$ cat src/rtl/jbt_pkg.sv
// ----------------------------------------------------------------------------
// jbt_pkg
// Shared types and constants of the JSON byte tokenizer: word layouts,
// token kinds, error codes and the character codes the lexer decodes.
// ----------------------------------------------------------------------------
`default_nettype none

package jbt_pkg;

  // Token kinds
  localparam logic [3:0] KIND_LBRACE  = 4'd0;
  localparam logic [3:0] KIND_RBRACE  = 4'd1;
  localparam logic [3:0] KIND_LBRACK  = 4'd2;
  localparam logic [3:0] KIND_RBRACK  = 4'd3;
  localparam logic [3:0] KIND_COMMA   = 4'd4;
  localparam logic [3:0] KIND_COLON   = 4'd5;
  localparam logic [3:0] KIND_PERIOD  = 4'd6;
  localparam logic [3:0] KIND_STRING  = 4'd7;
  localparam logic [3:0] KIND_NUMBER  = 4'd8;
  localparam logic [3:0] KIND_KEYWORD = 4'd9;
  localparam logic [3:0] KIND_END     = 4'd10;

  // Error codes
  localparam logic [3:0] ERR_NONE       = 4'd0;
  localparam logic [3:0] ERR_BAD_CHAR   = 4'd1;
  localparam logic [3:0] ERR_END_ESC    = 4'd2;
  localparam logic [3:0] ERR_OPEN_STR   = 4'd3;
  localparam logic [3:0] ERR_BARE_MINUS = 4'd4;
  localparam logic [3:0] ERR_LEAD_ZERO  = 4'd5;
  localparam logic [3:0] ERR_EMPTY_FRAC = 4'd6;
  localparam logic [3:0] ERR_EMPTY_EXP  = 4'd7;
  localparam logic [3:0] ERR_TOO_LONG   = 4'd8;

  // Character codes
  localparam logic [7:0] CH_SPACE  = 8'h20;
  localparam logic [7:0] CH_LF     = 8'h0A;
  localparam logic [7:0] CH_TAB    = 8'h09;
  localparam logic [7:0] CH_CR     = 8'h0D;
  localparam logic [7:0] CH_LBRACE = 8'h7B;
  localparam logic [7:0] CH_RBRACE = 8'h7D;
  localparam logic [7:0] CH_LBRACK = 8'h5B;
  localparam logic [7:0] CH_RBRACK = 8'h5D;
  localparam logic [7:0] CH_COMMA  = 8'h2C;
  localparam logic [7:0] CH_COLON  = 8'h3A;
  localparam logic [7:0] CH_QUOTE  = 8'h22;
  localparam logic [7:0] CH_BSLASH = 8'h5C;
  localparam logic [7:0] CH_MINUS  = 8'h2D;
  localparam logic [7:0] CH_PLUS   = 8'h2B;
  localparam logic [7:0] CH_ZERO   = 8'h30;
  localparam logic [7:0] CH_NINE   = 8'h39;
  localparam logic [7:0] CH_DOT    = 8'h2E;
  localparam logic [7:0] CH_LOW_E  = 8'h65;
  localparam logic [7:0] CH_UP_E   = 8'h45;
  localparam logic [7:0] CH_LOW_A  = 8'h61;
  localparam logic [7:0] CH_LOW_Z  = 8'h7A;
  localparam logic [7:0] CH_UP_A   = 8'h41;
  localparam logic [7:0] CH_UP_Z   = 8'h5A;

  localparam logic MODE_DATA = 1'b0;
  localparam logic MODE_END  = 1'b1;

  typedef struct packed {
    logic       mode;
    logic [7:0] char_in;
  } in_word_t;

  typedef struct packed {
    logic [3:0]  token_kind;
    logic [15:0] value_start;
    logic [15:0] value_length;
    logic [3:0]  error_code;
    logic        last_of_run;
  } tok_word_t;

  // Results of one accepted byte: how many, and up to two words in order
  typedef struct packed {
    logic [1:0] count;
    tok_word_t  first;
    tok_word_t  second;
  } push_t;

endpackage

`default_nettype wire

$ cat src/rtl/jbt_stream_if.sv
// ----------------------------------------------------------------------------
// jbt_stream_if
// Valid/ready channel carrying one payload word per handshake.
// ----------------------------------------------------------------------------
`default_nettype none

interface jbt_stream_if #(
  parameter type payload_t = logic
) ();
  logic     valid;
  logic     ready;
  payload_t data;

  modport source (output valid, output data, input ready);
  modport sink   (input valid, input data, output ready);
endinterface

`default_nettype wire

$ cat src/rtl/jbt_lexer.sv
// ----------------------------------------------------------------------------
// jbt_lexer
// Lexer state, byte position and token start; decodes one word per cycle
// while take is high, into zero, one or two result words.
// ----------------------------------------------------------------------------
`default_nettype none

module jbt_lexer #(
  parameter int unsigned MAX_BYTES = 65535
) (
  input  logic             clk,
  input  logic             rst,
  input  logic             take,
  input  jbt_pkg::in_word_t word,
  output jbt_pkg::push_t   push
);
  import jbt_pkg::*;

  localparam int POS_W = $clog2(longint'(MAX_BYTES) + 1);
  localparam logic [POS_W-1:0] MAX_POS = POS_W'(longint'(MAX_BYTES));

  typedef enum logic [3:0] {
    ST_IDLE, ST_STR, ST_STR_ESC, ST_MINUS, ST_ZERO, ST_INT, ST_DOT,
    ST_FRAC, ST_EXPMARK, ST_EXPSIGN, ST_EXP, ST_WORD, ST_ERR
  } lex_state_t;

  lex_state_t       state, state_next;
  logic [POS_W-1:0] pos, pos_next;
  logic [15:0]      token_begin, token_begin_next;

  logic [POS_W+15:0] pos_ext;
  logic [15:0]       pos16;
  logic [7:0]        c;
  logic              c_digit, c_lower, c_letter, c_exp;

  // Idle-byte decode, shared by the idle state and the byte that ends a token
  logic       idle_has;
  tok_word_t  idle_res;
  lex_state_t idle_state;
  logic [15:0] idle_begin;

  tok_word_t fin_res, end_res, fail_res;
  logic [3:0] fail_code, fin_kind;
  logic [1:0] n;
  tok_word_t  r0, r1;

  assign pos_ext  = {16'b0, pos};
  assign pos16    = pos_ext[15:0];
  assign c        = word.char_in;
  assign c_digit  = (c >= CH_ZERO) && (c <= CH_NINE);
  assign c_lower  = (c >= CH_LOW_A) && (c <= CH_LOW_Z);
  assign c_letter = c_lower || ((c >= CH_UP_A) && (c <= CH_UP_Z));
  assign c_exp    = (c == CH_LOW_E) || (c == CH_UP_E);

  always_comb begin
    idle_has   = 1'b0;
    idle_res   = '{token_kind: KIND_END, value_start: pos16, value_length: 16'd1,
                   error_code: ERR_NONE, last_of_run: 1'b0};
    idle_state = ST_IDLE;
    idle_begin = token_begin;
    case (c)
      CH_SPACE, CH_LF, CH_TAB, CH_CR: idle_has = 1'b0;
      CH_LBRACE: begin idle_has = 1'b1; idle_res.token_kind = KIND_LBRACE; end
      CH_RBRACE: begin idle_has = 1'b1; idle_res.token_kind = KIND_RBRACE; end
      CH_LBRACK: begin idle_has = 1'b1; idle_res.token_kind = KIND_LBRACK; end
      CH_RBRACK: begin idle_has = 1'b1; idle_res.token_kind = KIND_RBRACK; end
      CH_COMMA:  begin idle_has = 1'b1; idle_res.token_kind = KIND_COMMA;  end
      CH_COLON:  begin idle_has = 1'b1; idle_res.token_kind = KIND_COLON;  end
      CH_DOT:    begin idle_has = 1'b1; idle_res.token_kind = KIND_PERIOD; end
      CH_QUOTE: begin
        idle_state = ST_STR;
        idle_begin = pos16 + 16'd1;
      end
      CH_MINUS: begin
        idle_state = ST_MINUS;
        idle_begin = pos16;
      end
      CH_ZERO: begin
        idle_state = ST_ZERO;
        idle_begin = pos16;
      end
      default: begin
        if (c_digit) begin
          idle_state = ST_INT;
          idle_begin = pos16;
        end else if (c_letter) begin
          idle_state = ST_WORD;
          idle_begin = pos16;
        end else begin
          idle_has                = 1'b1;
          idle_res.value_length   = 16'd0;
          idle_res.error_code     = ERR_BAD_CHAR;
          idle_state              = ST_ERR;
        end
      end
    endcase
  end

  always_comb begin
    fin_kind  = (state == ST_WORD) ? KIND_KEYWORD : KIND_NUMBER;
    fin_res   = '{token_kind: fin_kind, value_start: token_begin,
                  value_length: pos16 - token_begin, error_code: ERR_NONE,
                  last_of_run: 1'b0};
    end_res   = '{token_kind: KIND_END, value_start: pos16, value_length: 16'd0,
                  error_code: ERR_NONE, last_of_run: 1'b0};
    fail_code = ERR_NONE;
    fail_res  = end_res;

    n                = 2'd0;
    r0               = end_res;
    r1               = end_res;
    state_next       = state;
    pos_next         = pos;
    token_begin_next = token_begin;

    if (word.mode == MODE_END) begin
      unique case (state)
        ST_ERR: n = 2'd0;
        ST_STR:                  begin n = 2'd1; fail_code = ERR_OPEN_STR;   end
        ST_STR_ESC:              begin n = 2'd1; fail_code = ERR_END_ESC;    end
        ST_MINUS:                begin n = 2'd1; fail_code = ERR_BARE_MINUS; end
        ST_DOT:                  begin n = 2'd1; fail_code = ERR_EMPTY_FRAC; end
        ST_EXPMARK, ST_EXPSIGN:  begin n = 2'd1; fail_code = ERR_EMPTY_EXP;  end
        ST_ZERO, ST_INT, ST_FRAC, ST_EXP, ST_WORD: begin
          n  = 2'd2;
          r0 = fin_res;
        end
        default: n = 2'd1;
      endcase
      fail_res.error_code = fail_code;
      if (fail_code != ERR_NONE) r0 = fail_res;
      // Return to a fresh text
      state_next       = ST_IDLE;
      pos_next         = '0;
      token_begin_next = '0;
    end else if (state == ST_ERR) begin
      n = 2'd0;
    end else if (pos == MAX_POS) begin
      n                   = 2'd1;
      fail_res.error_code = ERR_TOO_LONG;
      r0                  = fail_res;
      state_next          = ST_ERR;
    end else begin
      pos_next = pos + 1'b1;
      unique case (state)
        ST_STR: begin
          if (c == CH_BSLASH) begin
            state_next = ST_STR_ESC;
          end else if (c == CH_QUOTE) begin
            n                 = 2'd1;
            r0                = fin_res;
            r0.token_kind     = KIND_STRING;
            state_next        = ST_IDLE;
          end
        end
        ST_STR_ESC: state_next = ST_STR;
        ST_MINUS: begin
          if (c == CH_ZERO) state_next = ST_ZERO;
          else if (c_digit) state_next = ST_INT;
          else fail_code = ERR_BARE_MINUS;
        end
        ST_DOT: begin
          if (c_digit) state_next = ST_FRAC;
          else fail_code = ERR_EMPTY_FRAC;
        end
        ST_EXPMARK: begin
          if (c == CH_PLUS || c == CH_MINUS) state_next = ST_EXPSIGN;
          else if (c_digit) state_next = ST_EXP;
          else fail_code = ERR_EMPTY_EXP;
        end
        ST_EXPSIGN: begin
          if (c_digit) state_next = ST_EXP;
          else fail_code = ERR_EMPTY_EXP;
        end
        ST_ZERO, ST_INT, ST_FRAC, ST_EXP, ST_WORD: begin
          if (state == ST_ZERO && c_digit) begin
            fail_code = ERR_LEAD_ZERO;
          end else if (state == ST_WORD ? c_lower : c_digit) begin
            state_next = state;
          end else if (c == CH_DOT && (state == ST_ZERO || state == ST_INT)) begin
            state_next = ST_DOT;
          end else if (c_exp && (state == ST_ZERO || state == ST_INT ||
                                 state == ST_FRAC)) begin
            state_next = ST_EXPMARK;
          end else begin
            // Emit the token, then treat this byte as if idle
            r0               = fin_res;
            r1               = idle_res;
            n                = idle_has ? 2'd2 : 2'd1;
            state_next       = idle_state;
            token_begin_next = idle_begin;
          end
        end
        default: begin
          r0               = idle_res;
          n                = idle_has ? 2'd1 : 2'd0;
          state_next       = idle_state;
          token_begin_next = idle_begin;
        end
      endcase
      if (fail_code != ERR_NONE) begin
        fail_res.error_code = fail_code;
        r0                  = fail_res;
        n                   = 2'd1;
        state_next          = ST_ERR;
      end
    end

    r0.last_of_run = (n == 2'd1);
    r1.last_of_run = 1'b1;
  end

  assign push.count  = take ? n : 2'd0;
  assign push.first  = r0;
  assign push.second = r1;

  always_ff @(posedge clk) begin
    if (rst) begin
      state       <= ST_IDLE;
      pos         <= '0;
      token_begin <= '0;
    end else if (take) begin
      state       <= state_next;
      pos         <= pos_next;
      token_begin <= token_begin_next;
    end
  end

endmodule

`default_nettype wire

$ cat src/rtl/jbt_fifo.sv
// ----------------------------------------------------------------------------
// jbt_fifo
// Four-entry result queue: takes up to two words per cycle, sends one.
// ----------------------------------------------------------------------------
`default_nettype none

module jbt_fifo (
  input  logic           clk,
  input  logic           rst,
  input  jbt_pkg::push_t push,
  output logic           room,
  jbt_stream_if.source   out_ch
);
  import jbt_pkg::*;

  localparam int DEPTH = 4;
  localparam int PTR_W = $clog2(DEPTH);
  localparam int CNT_W = $clog2(DEPTH + 1);

  tok_word_t        mem [DEPTH];
  logic [PTR_W-1:0] wr_ptr, rd_ptr;
  logic [CNT_W-1:0] count, count_next;
  logic             pop;

  assign pop          = out_ch.valid && out_ch.ready;
  assign out_ch.valid = (count != '0);
  assign out_ch.data  = mem[rd_ptr];
  // Room for a two-word result, from registered state only
  assign room         = (count <= CNT_W'(DEPTH - 2));

  assign count_next = count + CNT_W'(push.count) - CNT_W'(pop);

  always_ff @(posedge clk) begin
    if (push.count != 2'd0) mem[wr_ptr] <= push.first;
    if (push.count == 2'd2) mem[wr_ptr + 1'b1] <= push.second;
  end

  always_ff @(posedge clk) begin
    if (rst) begin
      wr_ptr <= '0;
      rd_ptr <= '0;
      count  <= '0;
    end else begin
      wr_ptr <= wr_ptr + PTR_W'(push.count);
      rd_ptr <= rd_ptr + PTR_W'(pop);
      count  <= count_next;
    end
  end

endmodule

`default_nettype wire

$ cat src/rtl/json_byte_tokenizer.sv
// ----------------------------------------------------------------------------
// json_byte_tokenizer
// Streaming JSON lexer: one byte word in, token words out.
// ----------------------------------------------------------------------------
// A result word is written into the result queue as its byte is accepted and is offered from there.
// Throughput: one byte per cycle while the queue has room for two words;
//   a byte that yields two tokens puts both words into a four-entry queue.
// Reset (rst, synchronous): lexer idle, position and token start zero, queue
//   empty.
`default_nettype none

module json_byte_tokenizer #(
  parameter int unsigned MAX_BYTES = 65535
) (
  input  logic       clk,
  input  logic       rst,
  jbt_stream_if.sink   byte_in,
  jbt_stream_if.source token_out
);
  import jbt_pkg::*;

  in_word_t word;
  push_t    push;
  logic     room;
  logic     take;

  assign word          = byte_in.data;
  assign byte_in.ready = room;
  assign take          = byte_in.valid && room;

  jbt_lexer #(
    .MAX_BYTES (MAX_BYTES)
  ) u_lexer (
    .clk  (clk),
    .rst  (rst),
    .take (take),
    .word (word),
    .push (push)
  );

  jbt_fifo u_fifo (
    .clk    (clk),
    .rst    (rst),
    .push   (push),
    .room   (room),
    .out_ch (token_out)
  );

endmodule

`default_nettype wire
$ cat src/flat_wrapper.sv
// flat-port wrapper written by rule: the top's interface ports become plain ports
module json_byte_tokenizer_flat import jbt_pkg::*;
#(
  parameter int unsigned MAX_BYTES = 65535
)
  (clk, rst, byte_in_valid, byte_in_data, byte_in_ready, token_out_valid, token_out_data, token_out_ready);
  jbt_stream_if byte_in_i ();
  jbt_stream_if token_out_i ();
  input  logic clk;
  input  logic rst;
  input wire logic [$bits(byte_in_i.valid)-1:0] byte_in_valid;
  input wire logic [$bits(byte_in_i.data)-1:0] byte_in_data;
  output wire logic [$bits(byte_in_i.ready)-1:0] byte_in_ready;
  output wire logic [$bits(token_out_i.valid)-1:0] token_out_valid;
  output wire logic [$bits(token_out_i.data)-1:0] token_out_data;
  input wire logic [$bits(token_out_i.ready)-1:0] token_out_ready;
  assign byte_in_i.valid = byte_in_valid;
  assign byte_in_i.data = byte_in_data;
  assign byte_in_ready = byte_in_i.ready;
  assign token_out_valid = token_out_i.valid;
  assign token_out_data = token_out_i.data;
  assign token_out_i.ready = token_out_ready;
  json_byte_tokenizer #(.MAX_BYTES(MAX_BYTES)) u_core (.clk(clk), .rst(rst), .byte_in(byte_in_i), .token_out(token_out_i));
endmodule
$ cat config.mk
export PLATFORM = sky130hd
export DESIGN_NAME = json_byte_tokenizer_flat
export DESIGN_NICKNAME = d
export VERILOG_FILES = /design/src/rtl/jbt_pkg.sv /design/src/rtl/jbt_stream_if.sv /design/src/rtl/jbt_lexer.sv /design/src/rtl/jbt_fifo.sv /design/src/rtl/json_byte_tokenizer.sv /design/src/flat_wrapper.sv
export SDC_FILE = /design/constraint.sdc
export NUM_CORES = 1
export LEC_CHECK = 0
export ABC_AREA = 1
export BUFFER_PORTS_ARGS = -buffer_cell sky130_fd_sc_hd__buf_2
export CORE_MARGIN = 4
export CORE_UTILIZATION = 40
export DETAILED_ROUTE_END_ITERATION = 6
export HOLD_SLACK_MARGIN = 0.15
export PLACE_DENSITY = 0.52
export RECOVER_POWER = 25
export SYNTH_ARGS = -nofsm -noshare
export SYNTH_HDL_FRONTEND = slang
export SYNTH_HIERARCHICAL = 1
export SYNTH_SLANG_ARGS = --single-unit
$ cat constraint.sdc
create_clock -name clk -period 3.8 [get_ports clk]
set_input_delay 0.19 -clock clk [delete_from_list [all_inputs] [get_ports clk]]
set_output_delay 0.19 -clock clk [all_outputs]
set_load 0.005 [all_outputs]
## After elaboration in Yosys (flattened, before gate mapping)

Memory sizes are Yosys's and may differ from the RTL's. A register that Yosys moved wholly into a read port is not among the register bits.
Index checks and enable logic that the tools add are counted.

| word-level totals | value |
|---|---|
| bits in registers | 43 |
| memories | 1 |
| memory bits (writable) | 156 |
| output and inout bits | 3 |

Memory list:

| memory | words | bits a word | rd ports | clocked after Yosys merged registers in | write ports | line | source |
|---|---|---|---|---|---|---|---|
| u_core.u_fifo.mem | 4 | 39 | 1 | 1 | 2 | jbt_fifo.sv:20 | `tok_word_t mem [DEPTH];` |

| operators by class | value |
|---|---|
| equal/unequal tests | 23 |
| $lt $le $gt $ge | 7 |
| bitwise operators | 3 |
| reductions and logical operators | 16 |
| mux-type cells | 53 |
| add/subtract/negate cells | 7 |

Operators by type and width:

| cell | count |
|---|---|
| 2-to-1 mux 39 bit | 5 |
| 2-to-1 mux 21 bit | 5 |
| one-hot mux 39 bit (2 select lines) | 1 |
| 2-to-1 mux 16 bit | 4 |
| 2-to-1 mux 4 bit | 10 |
| one-hot mux 16 bit (2 select lines) | 1 |
| one-hot mux 4 bit (6 select lines) | 1 |
| == test 4 bit, second input constant | 5 |
| adder 16 x 1 -> 16 bit, second input constant | 1 |
| == test 16 bit, second input constant | 1 |
| == test 4 x 3 -> 1 bit, second input constant | 4 |
| 2-to-1 mux 2 bit | 8 |
| != test 4 bit, second input constant | 4 |
| subtractor 16 bit | 1 |
| 2-to-1 mux 3 bit | 5 |
| greater-or-equal comparator 1 x 7 -> 1 bit, second input constant | 2 |
| less-or-equal comparator 1 x 7 -> 1 bit, second input constant | 2 |
| one-hot mux 3 bit (4 select lines) | 1 |
| 2-to-1 mux 5 bit | 2 |
| 2-to-1 mux 1 bit | 9 |
| == test 4 x 2 -> 1 bit, second input constant | 2 |
| AND reduction 8 bit | 1 |
| greater-or-equal comparator 1 x 6 -> 1 bit, second input constant | 1 |
| less-or-equal comparator 1 x 6 -> 1 bit, second input constant | 1 |
| other kinds (24) | 32 |

## Logic depth before layout (Yosys ltp)

| depth | value |
|---|---|
| word-level depth | 16 |
| mapped depth | 21 |
| gate-level depth less buffers | 20 |

## Cells and area by module

The synthesis kept the hierarchy.

Modules (own cells, without submodules):

| module | sequential area each (um^2) | cells each | times used | area each (um^2) |
|---|---|---|---|---|
| jbt_lexer | 720.7 | 821 | 1 | 4879.7 |
| jbt_fifo | 260.2 | 79 | 1 | 635.6 |
| json_byte_tokenizer | 0.0 | 3 | 1 | 11.3 |

## Worst setup path after synthesis

Ideal clock, no wire load.

| path | value |
|---|---|
| path type | reg-to-reg |
| from | register u_core.u_lexer.state[2] |
| to | register u_core.u_fifo.count[2] |
| library setup time | 0.070 ns |
| cell stages (with the launch flop) | 17 |
| slack | 0.872 ns |
| data arrival time | 2.858 ns |
| path buffers | 0 |
| clock period less this slack | 2.928 ns |
| required time | 3.730 ns |
| path through | dfxtp_1 -> inv_1 -> ha_1 -> inv_1 -> o21ai_2 -> nand2_1 -> nor2_1 -> nand3_2 -> nor2_1 -> nand3_1 -> a21oi_1 -> inv_2 -> ha_1 -> fa_1 -> inv_1 -> nand2_1 -> a21oi_1 |

RTL lines:

| item | line | source |
|---|---|---|
| from (decl) | jbt_lexer.sv:27 | `lex_state_t state, state_next;` |
| from (signal assigned) | jbt_lexer.sv:223 | `state <= state_next;` |
| to (signal assigned) | jbt_fifo.sv:46 | `count <= count_next;` |
| to (decl) | jbt_fifo.sv:22 | `logic [CNT_W-1:0] count, count_next;` |

==> impl_metrics.json <==
{
  "status": "finished clean",
  "postRouteAntennaNets": 0,
  "route.met2.wl_um": 3050,
  "drtPass1Iterations": 4,
  "hold_ws_ns": 0.235,
  "hold_violations": 0,
  "port_buffers": 7,
  "multi_input_area_um2": 2090,
  "worstHoldPathType": "in -> reg",
  "clk_pin_slew_ns": 0.06,
  "htreeDepth": 2,
  "met3_length_um": 263,
  "grt_first_pass_wirelength_um": 12300,
  "vdd_drop_max_mv": 0.215,
  "grt_setup_unrepaired": "no",
  "max_freq_mhz": 319,
  "cts_buffers": 5,
  "wire_per_inst_um": 10.9,
  "setup_viol": 0,
  "cts_hold_buf": 0,
  "clk_latency_ns": 0.28,
  "synth.avg_cell_area_um2": 5.96,
  "globalplace.congestion": 0.846,
  "initial_utilization_pct": 41.7,
  "die_h_um": 95.4,
  "tns_ns": 0,
  "yosys_warnings": 6,
  "die_w_um": 95.4,
  "routed_wl_um": 6910,
  "netlist_instances": 513,
  "reg2reg_slack_ns": 0.66,
  "nFillCells": 809,
  "dieArea_um2": 9100,
  "skew_ns": 0.00698,
  "final_cells": 636,
  "syn-cell-area_um2": 3060,
  "dp_cells": 628,
  "crit_fanout": 5,
  "syn2layout_area_growth_pct": 7.66,
  "overflow": 0,
  "cts_tree": "done",
  "num_vias": 2935,
  "grtUsageTotal_pct": 16.8,
  "drive_gt1_share_pct": 9.31,
  "n_antenna_cell": 0,
  "final_util_pct": 44.9,
  "end_kind": "register",
  "drc": 0,
  "stdcell_area_um2": 3290,
  "finalMaxSlewViolations": 0,
  "coreArea_um2": 7330,
  "critPathKind": "reg -> reg",
  "antenna_found_initial": 0,
  "drt-met1-wl_um": 3560,
  "drt-initial-drc-count": 175,
  "period_minus_slack_ns": 3.14,
  "cp.arrival_ns": 3.35,
  "vias_per_cell": 4.61,
  "rows": 31,
  "clock-sinks": 31,
  "first_global_vias": 2674,
  "dr.max_layer_used": "met4",
  "pin_count": 8,
  "start_kind": "register",
  "place_area_um2": 3220,
  "seqCellArea_um2": 661,
  "layout.nets": 550,
  "cts_setup_buffers": 0,
  "required_ns": 4.01,
  "p_leak_nw": 1.55,
  "min_period_over_period_pct": 82.6,
  "root_buffer": "clkbuf_8",
  "power_density_nw_per_um2": 450,
  "slew_headroom_pct": 56.1,
  "grt_max_degree": 23,
  "dpl.hpwl_um": 5660,
  "post_cts_resized": 0,
  "clockBufferDepth": 2,
  "cap_violations": 0,
  "worst_pin_slew_ns": 0.658
}
==> layout by cell type, fill, tap and decap left out, types with 3 or more instances in the layout <==
cell type	instances
a21oi_1	23
buf_2	5
clkbuf_1	3
clkbuf_8	6
conb_1	31
dfxtp_1	27
edfxtp_1	4
ha_1	8
inv_1	70
inv_2	7
nand2_1	129
nand2_2	8
nand2_4	3
nand3_1	43
nand4_1	9
nor2_1	86
nor2_4	5
nor3_1	4
o21ai_0	18
o21ai_1	4
o31ai_1	4
xnor2_1	4
xor2_1	9
==> power by group <==
group / switching (mW) / total [mW] / internal (mW)
clock: 0.120 / 0.265 / 0.145
sequential: 0.0698 / 0.481 / 0.411
combinational: 0.475 / 0.734 / 0.259
total: 0.666 / 1.48 / 0.815
==> sequential cells by signal, indices dropped and copies added (netlist names) <==
signal	cells
u_core/u_fifo/count	3
u_core/u_lexer/pos	16
u_core/u_fifo/wr_ptr	2
u_core/u_fifo/mem	4
u_core/u_fifo/rd_ptr	2
u_core/u_lexer/state	4
==> layout make-up <==
cell class                      instances  area share [%]
Clock buffer                            7            2.62
Clock inverter                          1           0.114
Inverter                               78            8.94
Multi-Input combinational cell        413            63.5
Sequential cell                        31            20.1
Tap cell                               99            3.77
Timing Repair Buffer                    7           0.989
==> final timing paths <==
path	from	to	cells past startpoint
worst max-delay path	u_core/u_lexer/pos[2]	u_core/u_fifo/count[2]	16
worst min-delay path	token_out_ready	u_core/u_fifo/rd_ptr[0]	3
worst max register to register	u_core/u_lexer/pos[2]	u_core/u_fifo/count[2]	16
worst min register to register	u_core/u_lexer/pos[1]	u_core/u_lexer/pos[1]	2
==> worst max-delay path: stages (launching register included) <==
cell     delay, ns
dfxtp_1       0.40
inv_1         0.08
nor3_1        0.53
nand3_1       0.20
nor2_1        0.21
inv_1         0.11
nand3_1       0.17
inv_1         0.05
nand2_1       0.06
nand2_1       0.06
nor2_1        0.34
ha_1          0.22
inv_1         0.05
fa_1          0.38
inv_1         0.07
nand2_1       0.05
a21oi_1       0.12
==> per-layer routing <==
metal / up-vias / track usage [%]
met1: 1271 / 24.1
met2: 34 / 26.9
met3: 4 / 2.60
met4: 0 / 2.84
li1: 1626 / -
met5: - / 0
==> through the flow <==
| stage | total power [mW] | worst slack (ns) |
|---|---|---|
| after global routing | 1.64 | 0.264 |
| after CTS | 1.50 | 0.733 |
| after global placement | 1.22 | 0.855 |
| final | 1.48 | 0.660 |
| after floorplan | 1.09 | 1.10 |
| after detailed placement | 1.23 | 0.761 |
(Power assumes the default switching activity.)
